## config.mk

```make
export PLATFORM = sky130hd
export DESIGN_NAME = battery_level_smoother_top
export DESIGN_NICKNAME = d
export VERILOG_FILES = /design/src/rtl/core/bls_pkg.sv /design/src/rtl/core/battery_level_smoother_top.sv
export SDC_FILE = /design/constraint.sdc
export NUM_CORES = 1
export LEC_CHECK = 0
export BUFFER_PORTS_ARGS = -buffer_cell sky130_fd_sc_hd__clkbuf_2
export CORE_MARGIN = 2
export CORE_UTILIZATION = 54
export CTS_CLUSTER_SIZE = 12
export DETAILED_ROUTE_END_ITERATION = 12
export GPL_TIMING_DRIVEN = 0
export PLACE_DENSITY = 0.78
export SETUP_SLACK_MARGIN = 0.02
export SLEW_MARGIN = 20
export SYNTH_ARGS = -nofsm -noshare
export SYNTH_HDL_FRONTEND = slang
export SYNTH_SLANG_ARGS = --single-unit
```

## constraint.sdc

```tcl
create_clock -name clk -period 4.97 [get_ports clk]
set_input_delay 0.497 -clock clk [delete_from_list [all_inputs] [get_ports clk]]
set_output_delay 0.497 -clock clk [all_outputs]
set_load 0.02 [all_outputs]
```

## src/rtl/core/bls_pkg.sv

```systemverilog
// Package for the battery level smoother: widths, reset values, codes and state type.
package bls_pkg;

	// Field widths
	localparam int LEVEL_W    = 7;
	localparam int TIME_W     = 32;
	localparam int INTERVAL_W = 16;
	localparam int HYST_W     = 7;
	localparam int APB_DW     = 32;
	localparam int APB_AW     = 3;

	// Quotient of one burst average fits in the level width
	localparam int QUOT_W = LEVEL_W;
	localparam int QBIT_W = $clog2(QUOT_W);

	// Defaults and limits
	localparam int                 BURST_SAMPLES_DEF = 6;
	localparam logic [LEVEL_W-1:0] LEVEL_MAX         = 7'd100;
	localparam logic [INTERVAL_W-1:0] INTERVAL_RST   = 16'd1500;
	localparam logic [HYST_W-1:0]  HYST_RST          = 7'd2;

	// Register index, taken from the word address
	typedef enum logic {
		REG_INTERVAL = 1'b0,
		REG_HYST     = 1'b1
	} bls_reg_t;

	// Sequencer states
	typedef enum logic [1:0] {
		ST_IDLE,
		ST_DIV,
		ST_FILT
	} bls_state_t;

endpackage

```

## src/rtl/core/battery_level_smoother_top.sv

```systemverilog
// Battery level smoother: burst averaging, shared divide step and display level filter.
//
// Usage:
//   Input channel (in_valid/in_ready) takes one battery sample item per handshake:
//   sample_ok, sample_level (saturated to 100) and now_ms. Items come in bursts of
//   BURST_SAMPLES. Only the last item of a burst yields a result item on the output
//   channel (out_valid/out_ready): level_ok and shown_level.
//   The APB port holds the minimum update interval at byte address 0 and the
//   hysteresis step at 4.
// Timing:
//   A non-final item is accumulated in the cycle it is accepted; in_ready stays high.
//   A final item with valid samples runs a restoring divide of (sum + count/2) by
//   count through one subtractor, one quotient bit per cycle, then the filter
//   step that loads the output register and raises out_valid; a burst with no
//   valid sample skips the divide. in_ready is low during that work.
// Stall and reset:
//   The result waits in an output register; the filter cycle holds until that
//   register is free. Reset clears the burst, the filter state and the registers
//   to their defaults (interval 1500 ms, hysteresis 2).
module battery_level_smoother_top
	import bls_pkg::*;
#(
	parameter int BURST_SAMPLES = BURST_SAMPLES_DEF
) (
	input  logic                clk,
	input  logic                arst_n,
	// configuration
	input  logic                psel,
	input  logic                penable,
	input  logic                pwrite,
	input  logic [APB_AW-1:0]   paddr,
	input  logic [APB_DW-1:0]   pwdata,
	output logic [APB_DW-1:0]   prdata,
	output logic                pready,
	// sample items
	input  logic                in_valid,
	output logic                in_ready,
	input  logic                sample_ok,
	input  logic [LEVEL_W-1:0]  sample_level,
	input  logic [TIME_W-1:0]   now_ms,
	// result items
	output logic                out_valid,
	input  logic                out_ready,
	output logic                level_ok,
	output logic [LEVEL_W-1:0]  shown_level
);

	localparam int CNT_W  = $clog2(BURST_SAMPLES + 1);
	localparam int POS_W  = $clog2(BURST_SAMPLES + 1);
	localparam int SUM_W  = $clog2(100 * BURST_SAMPLES + BURST_SAMPLES / 2 + 1);
	localparam int DW     = SUM_W + QUOT_W;
	localparam logic [POS_W-1:0] POS_LAST = POS_W'(BURST_SAMPLES - 1);

	bls_state_t state_q, state_nx;

	logic [INTERVAL_W-1:0] interval_q;
	logic [HYST_W-1:0]     hyst_q;

	logic [SUM_W-1:0]  sum_q;
	logic [CNT_W-1:0]  tally_q;
	logic [POS_W-1:0]  pos_q;

	logic [SUM_W-1:0]  rem_q;
	logic [CNT_W-1:0]  div_q;
	logic [QUOT_W-1:0] quot_q;
	logic [QBIT_W-1:0] bit_q;
	logic [TIME_W-1:0] now_q;

	logic                primed_q;
	logic [TIME_W-1:0]   last_q;
	logic [LEVEL_W-1:0]  stable_q;

	logic                ovalid_q;
	logic                olevel_ok_q;
	logic [LEVEL_W-1:0]  oshown_q;

	logic                accept;
	logic                last_item;
	logic                div_done;
	logic                filt_go;
	logic [LEVEL_W-1:0]  lvl_sat;
	logic [SUM_W-1:0]    sum_nx;
	logic [CNT_W-1:0]    tally_nx;
	logic [DW-1:0]       div_shift;
	logic                step_ge;
	logic [TIME_W-1:0]   elapsed;
	logic                interval_ok;
	logic [LEVEL_W-1:0]  diff;
	logic [LEVEL_W:0]    mid_sum;
	logic [LEVEL_W-1:0]  stable_nx;
	logic                cfg_wr;

	// Configuration port
	assign pready = 1'b1;
	assign cfg_wr = psel & penable & pwrite;

	always_comb begin
		prdata = '0;
		unique case (bls_reg_t'(paddr[2]))
			REG_INTERVAL: prdata = APB_DW'(interval_q);
			REG_HYST:     prdata = APB_DW'(hyst_q);
		endcase
	end

	always_ff @(posedge clk or negedge arst_n) begin
		if (!arst_n) begin
			interval_q <= INTERVAL_RST;
			hyst_q     <= HYST_RST;
		end else if (cfg_wr) begin
			unique case (bls_reg_t'(paddr[2]))
				REG_INTERVAL: interval_q <= pwdata[INTERVAL_W-1:0];
				REG_HYST:     hyst_q     <= pwdata[HYST_W-1:0];
			endcase
		end
	end

	// Burst accumulation
	assign lvl_sat   = (sample_level > LEVEL_MAX) ? LEVEL_MAX : sample_level;
	assign sum_nx    = sum_q + (sample_ok ? SUM_W'(lvl_sat) : '0);
	assign tally_nx  = tally_q + CNT_W'(sample_ok);
	assign last_item = (pos_q == POS_LAST);
	assign accept    = in_valid & in_ready;

	// Shared subtractor: one restoring divide step
	assign div_shift = DW'(div_q) << bit_q;
	assign step_ge   = (DW'(rem_q) >= div_shift);
	assign div_done  = (bit_q == '0);

	// Filter compare logic
	assign elapsed     = now_q - last_q;
	assign interval_ok = (elapsed >= TIME_W'(interval_q));
	assign diff        = (quot_q >= stable_q) ? (quot_q - stable_q) : (stable_q - quot_q);
	assign mid_sum     = {1'b0, stable_q} + {1'b0, quot_q};
	assign stable_nx   = (diff >= hyst_q) ? quot_q : mid_sum[LEVEL_W:1];

	// Sequencer state register
	always_ff @(posedge clk or negedge arst_n) begin
		if (!arst_n) begin
			state_q <= ST_IDLE;
		end else begin
			state_q <= state_nx;
		end
	end

	// Next state and handshake outputs
	always_comb begin
		state_nx = state_q;
		in_ready = 1'b0;
		filt_go  = 1'b0;
		unique case (state_q)
			ST_IDLE: begin
				in_ready = 1'b1;
				if (in_valid && last_item) begin
					state_nx = (tally_nx == '0) ? ST_FILT : ST_DIV;
				end
			end
			ST_DIV: begin
				if (div_done) begin
					state_nx = ST_FILT;
				end
			end
			ST_FILT: begin
				filt_go = !ovalid_q || out_ready;
				if (filt_go) begin
					state_nx = ST_IDLE;
				end
			end
			default: state_nx = ST_IDLE;
		endcase
	end

	// Burst counters
	always_ff @(posedge clk or negedge arst_n) begin
		if (!arst_n) begin
			sum_q   <= '0;
			tally_q <= '0;
			pos_q   <= '0;
		end else if (accept) begin
			if (last_item) begin
				sum_q   <= '0;
				tally_q <= '0;
				pos_q   <= '0;
			end else begin
				sum_q   <= sum_nx;
				tally_q <= tally_nx;
				pos_q   <= pos_q + POS_W'(1);
			end
		end
	end

	// Divider operands and quotient
	always_ff @(posedge clk) begin
		if (accept && last_item) begin
			rem_q  <= sum_nx + SUM_W'(tally_nx >> 1);
			div_q  <= tally_nx;
			quot_q <= '0;
			bit_q  <= QBIT_W'(QUOT_W - 1);
			now_q  <= now_ms;
		end else if (state_q == ST_DIV) begin
			if (step_ge) begin
				rem_q <= SUM_W'(DW'(rem_q) - div_shift);
			end
			quot_q <= {quot_q[QUOT_W-2:0], step_ge};
			if (!div_done) begin
				bit_q <= bit_q - QBIT_W'(1);
			end
		end
	end

	// Filter state: seed, drop inside the interval, replace or average
	always_ff @(posedge clk or negedge arst_n) begin
		if (!arst_n) begin
			primed_q <= 1'b0;
			last_q   <= '0;
			stable_q <= '0;
		end else if (filt_go && div_q != '0) begin
			if (!primed_q) begin
				primed_q <= 1'b1;
				last_q   <= now_q;
				stable_q <= quot_q;
			end else if (interval_ok) begin
				last_q   <= now_q;
				stable_q <= stable_nx;
			end
		end
	end

	// Output register
	always_ff @(posedge clk or negedge arst_n) begin
		if (!arst_n) begin
			ovalid_q <= 1'b0;
		end else if (filt_go) begin
			ovalid_q <= 1'b1;
		end else if (out_ready) begin
			ovalid_q <= 1'b0;
		end
	end

	always_ff @(posedge clk) begin
		if (filt_go) begin
			olevel_ok_q <= (div_q != '0);
			if (div_q == '0) begin
				oshown_q <= '0;
			end else if (!primed_q) begin
				oshown_q <= quot_q;
			end else if (interval_ok) begin
				oshown_q <= stable_nx;
			end else begin
				oshown_q <= stable_q;
			end
		end
	end

	assign out_valid   = ovalid_q;
	assign level_ok    = olevel_ok_q;
	assign shown_level = oshown_q;

`ifndef SYNTHESIS
	a_rem_bound: assert property (@(posedge clk) disable iff (!arst_n)
		(state_q == ST_DIV) |-> (DW'(rem_q) < (div_shift << 1)))
		else $error("divide remainder out of range");

	a_stable_range: assert property (@(posedge clk) disable iff (!arst_n)
		stable_q <= LEVEL_MAX)
		else $error("stable level above 100");

	a_pos_range: assert property (@(posedge clk) disable iff (!arst_n)
		pos_q <= POS_LAST)
		else $error("burst position past end of burst");

	a_no_level_zero: assert property (@(posedge clk) disable iff (!arst_n)
		(out_valid && !level_ok) |-> (shown_level == '0))
		else $error("level shown without valid samples");

	a_busy_after_last: assert property (@(posedge clk) disable iff (!arst_n)
		(accept && last_item) |=> !in_ready)
		else $error("ready right after last item of burst");
`endif

endmodule

```

# Yosys cells after proc, flatten, opt, wreduce, memory -nomap -nowiden
# Index checks and enable logic that the tools add are counted.
[classes]
add_sub_neg = 10
multipliers = 0
div = 0
n_lt_le_gt_ge = 5
n_eq_ne = 7
shifts = 1
muxes = 24
bitwise_logic = 5
n_reduce_logical = 19
[ops]
columns = ["op", "count"]
rows = [
  ["32-bit two-way mux", 2],
  ["32-bit case mux with 2 select lines", 1],
  ["7-bit two-way mux", 6],
  ["10-bit two-way mux", 4],
  ["32-bit by 16-bit greater-or-equal comparator with 1-bit output", 1],
  ["32-bit subtractor", 1],
  ["10-bit by 17-bit greater-or-equal comparator with 1-bit output", 1],
  ["3-bit by 3-bit left shift with 17-bit output", 1],
  ["7-bit greater-or-equal comparator", 2],
  ["7-bit subtractor", 2],
  ["10-bit by 2-bit adder with 10-bit output", 1],
  ["10-bit by 7-bit adder with 10-bit output", 1],
  ["2-bit AND reduction", 5],
  ["10-bit subtractor", 1],
  ["3-bit logical NOT", 3],
  ["7-bit by 7-bit adder with 8-bit output", 1],
  ["2-bit two-way mux", 4],
  ["7-bit > comparator (second input constant)", 1],
  ["3-bit two-way mux", 2],
  ["2-bit inequality test (second input constant)", 3],
  ["2-bit case mux with 3 select lines", 1],
  ["2-bit nonzero test", 3],
  ["1-bit two-way mux", 4],
  ["3-bit by 1-bit adder with 3-bit output", 1],
  ["other kinds (14)", 19],
]
[word_totals]
ff_bits = 145
latch_bits = 0
ram_bits = 0
romBits = 0
input_bits = 82
output_inout_bits = 43
elab_cells = 88
mem_count = 0

# Logic depth before layout (Yosys ltp)
[logic_depth]
word_depth = 6
mapped_depth = 22
mapped_depth_nobuf = 21

# Worst setup path after synthesis
# Ideal clock, no wire load.
[synth_path]
kind = "register to register"
from = "reg last_q[0]"
to = "reg oshown_q[0], in the netlist shown_level[0] (data pin)"
setup_time_ps = 262
arrival_time_ps = 4603
t_required_ps = 4708
path_slack_ps = 105
path_stages_with_launch = 22
path_buffers = 1
synth_period_minus_slack_ps = 4865
path_cell_list = "dfrtp_1 -> ha_1 -> fa_1 -> nand2b_1 -> a21oi_1 -> nor2_1 -> o21ai_0 -> a21o_1 -> a21oi_1 -> xnor2_1 -> ha_1 -> a21o_1 -> a211o_1 -> a211oi_1 -> a21oi_1 -> a221oi_1 -> o221ai_1 -> a2111o_1 -> nor3_2 -> buf_2 -> mux2i_1 -> o31ai_1"
[synth_via]
elab_chain_cells = 4
[synth_rtl]
columns = ["element", "line", "rtl"]
rows = [
  ["start, declared", "battery_level_smoother_top.sv:70", "logic [TIME_W-1:0] last_q;"],
  ["start signal, assigned", "battery_level_smoother_top.sv:219", "last_q <= now_q;"],
  ["start signal, assigned", "battery_level_smoother_top.sv:222", "last_q <= now_q;"],
  ["32-bit subtractor", "battery_level_smoother_top.sv:130", "assign elapsed = now_q - last_q;"],
  ["32-bit by 16-bit greater-or-equal comparator with 1-bit output", "battery_level_smoother_top.sv:131", "assign interval_ok = (elapsed >= TIME_W'(interval_q));"],
  ["7-bit two-way mux (2 in series)", "--", ""],
  ["end signal, assigned", "battery_level_smoother_top.sv:245", "oshown_q <= quot_q;"],
  ["end signal, assigned", "battery_level_smoother_top.sv:247", "oshown_q <= stable_nx;"],
  ["end signal, assigned", "battery_level_smoother_top.sv:249", "oshown_q <= stable_q;"],
  ["end, declared", "battery_level_smoother_top.sv:75", "logic [LEVEL_W-1:0] oshown_q;"],
]
# No other way between the ends.
# A chain may end at the register's enable or synchronous reset.

# Worst setup path in the final report
[layout_path]
from = "reg last_q[0]"
to = "reg oshown_q[6], in the netlist shown_level[6] (data pin)"
# Same word-level chain as after synthesis.

==> results by group <==
STA
  – Post-route setup TNS: -0.2506 ns
  – Max-slew headroom: 0.3529
  – Fin crit share: 1.009
  – Final Hold Fails: 0
  – Max Freq: 199.4 MHz
  – Fin. max-slew vios: 0
  – Setup WS post-layout: -0.04601 ns
  – Min Tclk post-route: 5.016 ns
  – Tightest Pin Transition: 0.9671 ns
  – RSZ-0062 raised after global routing: yes
  – Clk_skew: 0.01098 ns
  – Setup-failing EPs final: 19

Clocking
  – H-tree depth: 4
  – CTS Hold Bufs: 0
  – Clock latency on the worst-skew pair: 0.44 ns
  – Inserted Clock Buffers: 17
  – Clock tree buffer depth: 2
  – Root Driver: clkbuf_16
  – Reg clk slew, reported paths: 0.07 ns
  – CTS tree: yes
  – Clk sink count: 145

Power and ir drop
  – Power Density: 697.7 nW/um^2
  – LEAKAGE: 5.562 nW
  – Tot Pwr: 0.008536 W
  – Peak supply drop: 334.5 uV

Yosys
  – Syn Inst Count: 1,093
  – Top FF cell, synth: dfrtp_1
  – Seq/Total Area, Yosys: 0.3735
  – Cell area after synthesis: 10,320 sq um
  – Avg Synthesized Cell Area: 9.440 sq um
  – Post-Synth Simple-Gate Area: 0.1413
  – EDFF count, synth: 53
  – YS warnings: 0
  – Synth Area in Adders: 0.1312
  – Mux contribution to synthesized area: 0.07834
  – Largest family of logic cells by synthesized area: compound AO/OA/AOI/OAI gates
  – Netlist cell types: 76
  – XOR/XNOR Fraction of Synth Area: 0.04499
  – Async S/R FF share, synth: 0.5655
  – Post-synthesis compound-gate area fraction: 0.1669
  – Synth Register Bits: 145

Floorplan
  – Die Width: 142.2 um
  – Initial Util: 0.5516
  – Rows: 50
  – CORE AREA: 18,710 sq um
  – Die Ht: 142.2 um
  – Ports: 125
  – Die ar.: 20,230 sq um

Global route
  – First-pass GRT wire length: 38.61 mm
  – Vias in the first global route: 8,282
  – Largest net degree at the start of global routing: 83
  – Gr usage total: 0.2383
  – Global route total overflow: 0
  – Antenna violations before repair: 0

Placed design
  – DP Area: 11,150 sq um
  – PortBufs: 88
  – GPL Wtd Cong: 0.9128
  – Post-DP HPWL: 17.27 mm

Route
  – Wire per inst: 16.52 um
  – Via count: 8,510
  – DRT Wirelength: 24.55 mm
  – 1st-pass router iterations: 6
  – Via density: 5.727
  – Final ANT Viol Nets: 0
  – 1st-iter DRT viols: 697
  – Drt drc: 0

Final layout
  – Share of cells above drive strength 1: 0.2157
  – Fin nets: 1,425
  – Final Cell Area: 12,230 sq um
  – # fillers: 1,480
  – Area grow syn2layout: 18.58%
  – Antenna Diode Count: 0

Run status
  – Status: complete, but fails checks
  – Failing checks: negative setup slack

Critical path
  – Worst R2R End: shown_level[6]
  – Critical path, cell by cell: ha_4 > fa_2 > nand2b_4 > a21oi_4 > nor2_4 > o21ai_2 > a21o_1 > a21oi_2 > xnor2_1 > ha_1 > a21o_1 > a211o_1 > a211oi_2 > a21oi_2 > a221oi_2 > o221ai_2 > a2111o_1 > nor4b_4 > buf_6 > or3b_4 > o211ai_1
  – Slowest-stage cell, CP: a2111o_1
  – Flop-to-flop setup slack: -0.05 ns
  – Largest delay share family, worst path: compound AO/OA/AOI/OAI gates
  – Setup crit end kind: flop
  – Worst EP arrival: 5.12 ns
  – Setup crit start kind: flop
  – CP peak stage delay: 0.46 ns
  – Reg-to-Reg Start: last_q[0]
  – Reg2reg path depth: 21
  – WP buf/inv: 1
  – Critical path peak fanout: 5
  – Critical path type: flop to flop
  – Req. time, crit path: 5.08 ns

Flow run
  – Maxcap violations: 0

Worst hold path
  – Hold Path Class: input port to asynchronous set/reset pin
[timing repair]
action / 4_1_cts / 5_1_grt
setup endpoints to repair: 46 / 43
pin swaps: 9 / 23
buffers inserted: 6 / 15
gates resized for setup: 20 / 53
gates cloned: 0 / 2
[where the power goes]
group          switching [W]  leakage, nW  internal (W)
clock network       0.000559        0.284      0.000704
logic                0.00303         3.73       0.00225
registers           0.000268         1.55       0.00172
[worst register-to-register path: stages (launching register included)]
cell and delay, ns:
dfrtp_1 0.42, ha_4 0.19, fa_2 0.40, nand2b_4 0.17
a21oi_4 0.17, nor2_4 0.06, o21ai_2 0.15, a21o_1 0.14
a21oi_2 0.05, xnor2_1 0.14, ha_1 0.31, a21o_1 0.16
a211o_1 0.29, a211oi_2 0.26, a21oi_2 0.11, a221oi_2 0.21
o221ai_2 0.14, a2111o_1 0.46, nor4b_4 0.39, buf_6 0.19
or3b_4 0.12, o211ai_1 0.17
[Yosys cell counts, types with 12 or more instances]
cell,number,share of area
nor3_1,21,0.010
o21ai_1,15,0.0073
dfrtp_1,74,0.18
and3_1,12,0.0073
inv_1,101,0.037
o21ai_0,57,0.028
ha_1,97,0.12
mux2_2,35,0.038
nand3_1,19,0.0092
nand4_1,15,0.0091
mux2_1,27,0.029
nand2_1,96,0.035
buf_4,17,0.012
xor2_1,17,0.014
nor2b_1,12,0.0073
edfxtp_1,53,0.15
a21o_1,28,0.020
a21oi_1,76,0.037
xnor2_1,36,0.031
nand2b_1,13,0.0079
nor2_1,68,0.025
clkbuf_1,22,0.0080
[cell usage in the layout (no fill, tap or decap), drive strengths merged, types with 13 or more instances in the layout]
master / n
nor3: 22
a21oi: 77
dfrtp: 74
inv: 110
ha: 97
nand2: 96
a21o: 28
buf: 48
clkbuf: 129
mux2: 62
edfxtp: 53
conb: 17
xnor2: 36
o21ai: 72
nand2b: 13
xor2: 17
nor2: 69
nand4: 15
nand3: 19
[metal layers]
metal	up-vias	track usage	wire length [um]
met5	-	0	0
met4	0	0.08105	651
met3	53	0.04610	1123
met2	247	0.4203	12220
met1	4051	0.2922	10550
li1	4159	-	-
[per-stage QoR]
stage          setup slack, ns    util  hold slack [ns]  cells
2_1_floorplan           0.1048       -           0.2014   1108
3_3_place_gp           -0.7417  0.5938           0.4666   1430
3_5_place_dp           -0.8643  0.5961           0.4751   1431
4_1_cts                0.02085  0.6332           0.1374   1469
5_1_grt                -0.2193  0.6540           0.1769   1486
6_report              -0.04601  0.6540           0.1049   1486
[final cells by class]
class | instances | area (sq um) | share of cell area
inverters | 101 | 379.1 | 0.03099
repair buffers | 112 | 723.2 | 0.05911
plain buffers | 48 | 301.5 | 0.02465
multi-input cells | 814 | 6111 | 0.4995
clock inverters | 15 | 146.4 | 0.01197
flip-flops and latches | 145 | 3855 | 0.3151
clock buffers | 17 | 425.4 | 0.03477
well taps | 234 | 292.8 | 0.02393
[state kept, by name, indices dropped and copies added (netlist names), 7 cells and up]
| name | flops |
|---|---|
| last_q | 32 |
| now_q | 32 |
| interval_q | 16 |
| rem_q | 10 |
| sum_q | 10 |
| hyst_q | 7 |
| quot_q | 7 |
| shown_level | 7 |
| stable_q | 7 |
[worst max-delay path by stage]
stage / start / endpoint / cells past startpoint
3_5_place_dp: quot_q[1] / shown_level[1] / 17
2_1_floorplan: last_q[0] / shown_level[0] / 21
4_1_cts: last_q[0] / shown_level[6] / 22
3_3_place_gp: quot_q[1] / shown_level[1] / 17
5_1_grt: last_q[0] / last_q[6] / 21
6_report: last_q[0] / shown_level[6] / 21
[cell families (layout without fill, tap and decap cells)]
family,after synthesis,count (layout)
flops,145,145
compound gates,270,270
xor+xnor,53,53
mux,73,73
buf+inv,149,293
other cells,2,17
fa+ha+maj,104,104
simple gates,297,297
Note: power is estimated with default switching activity, not from simulation.
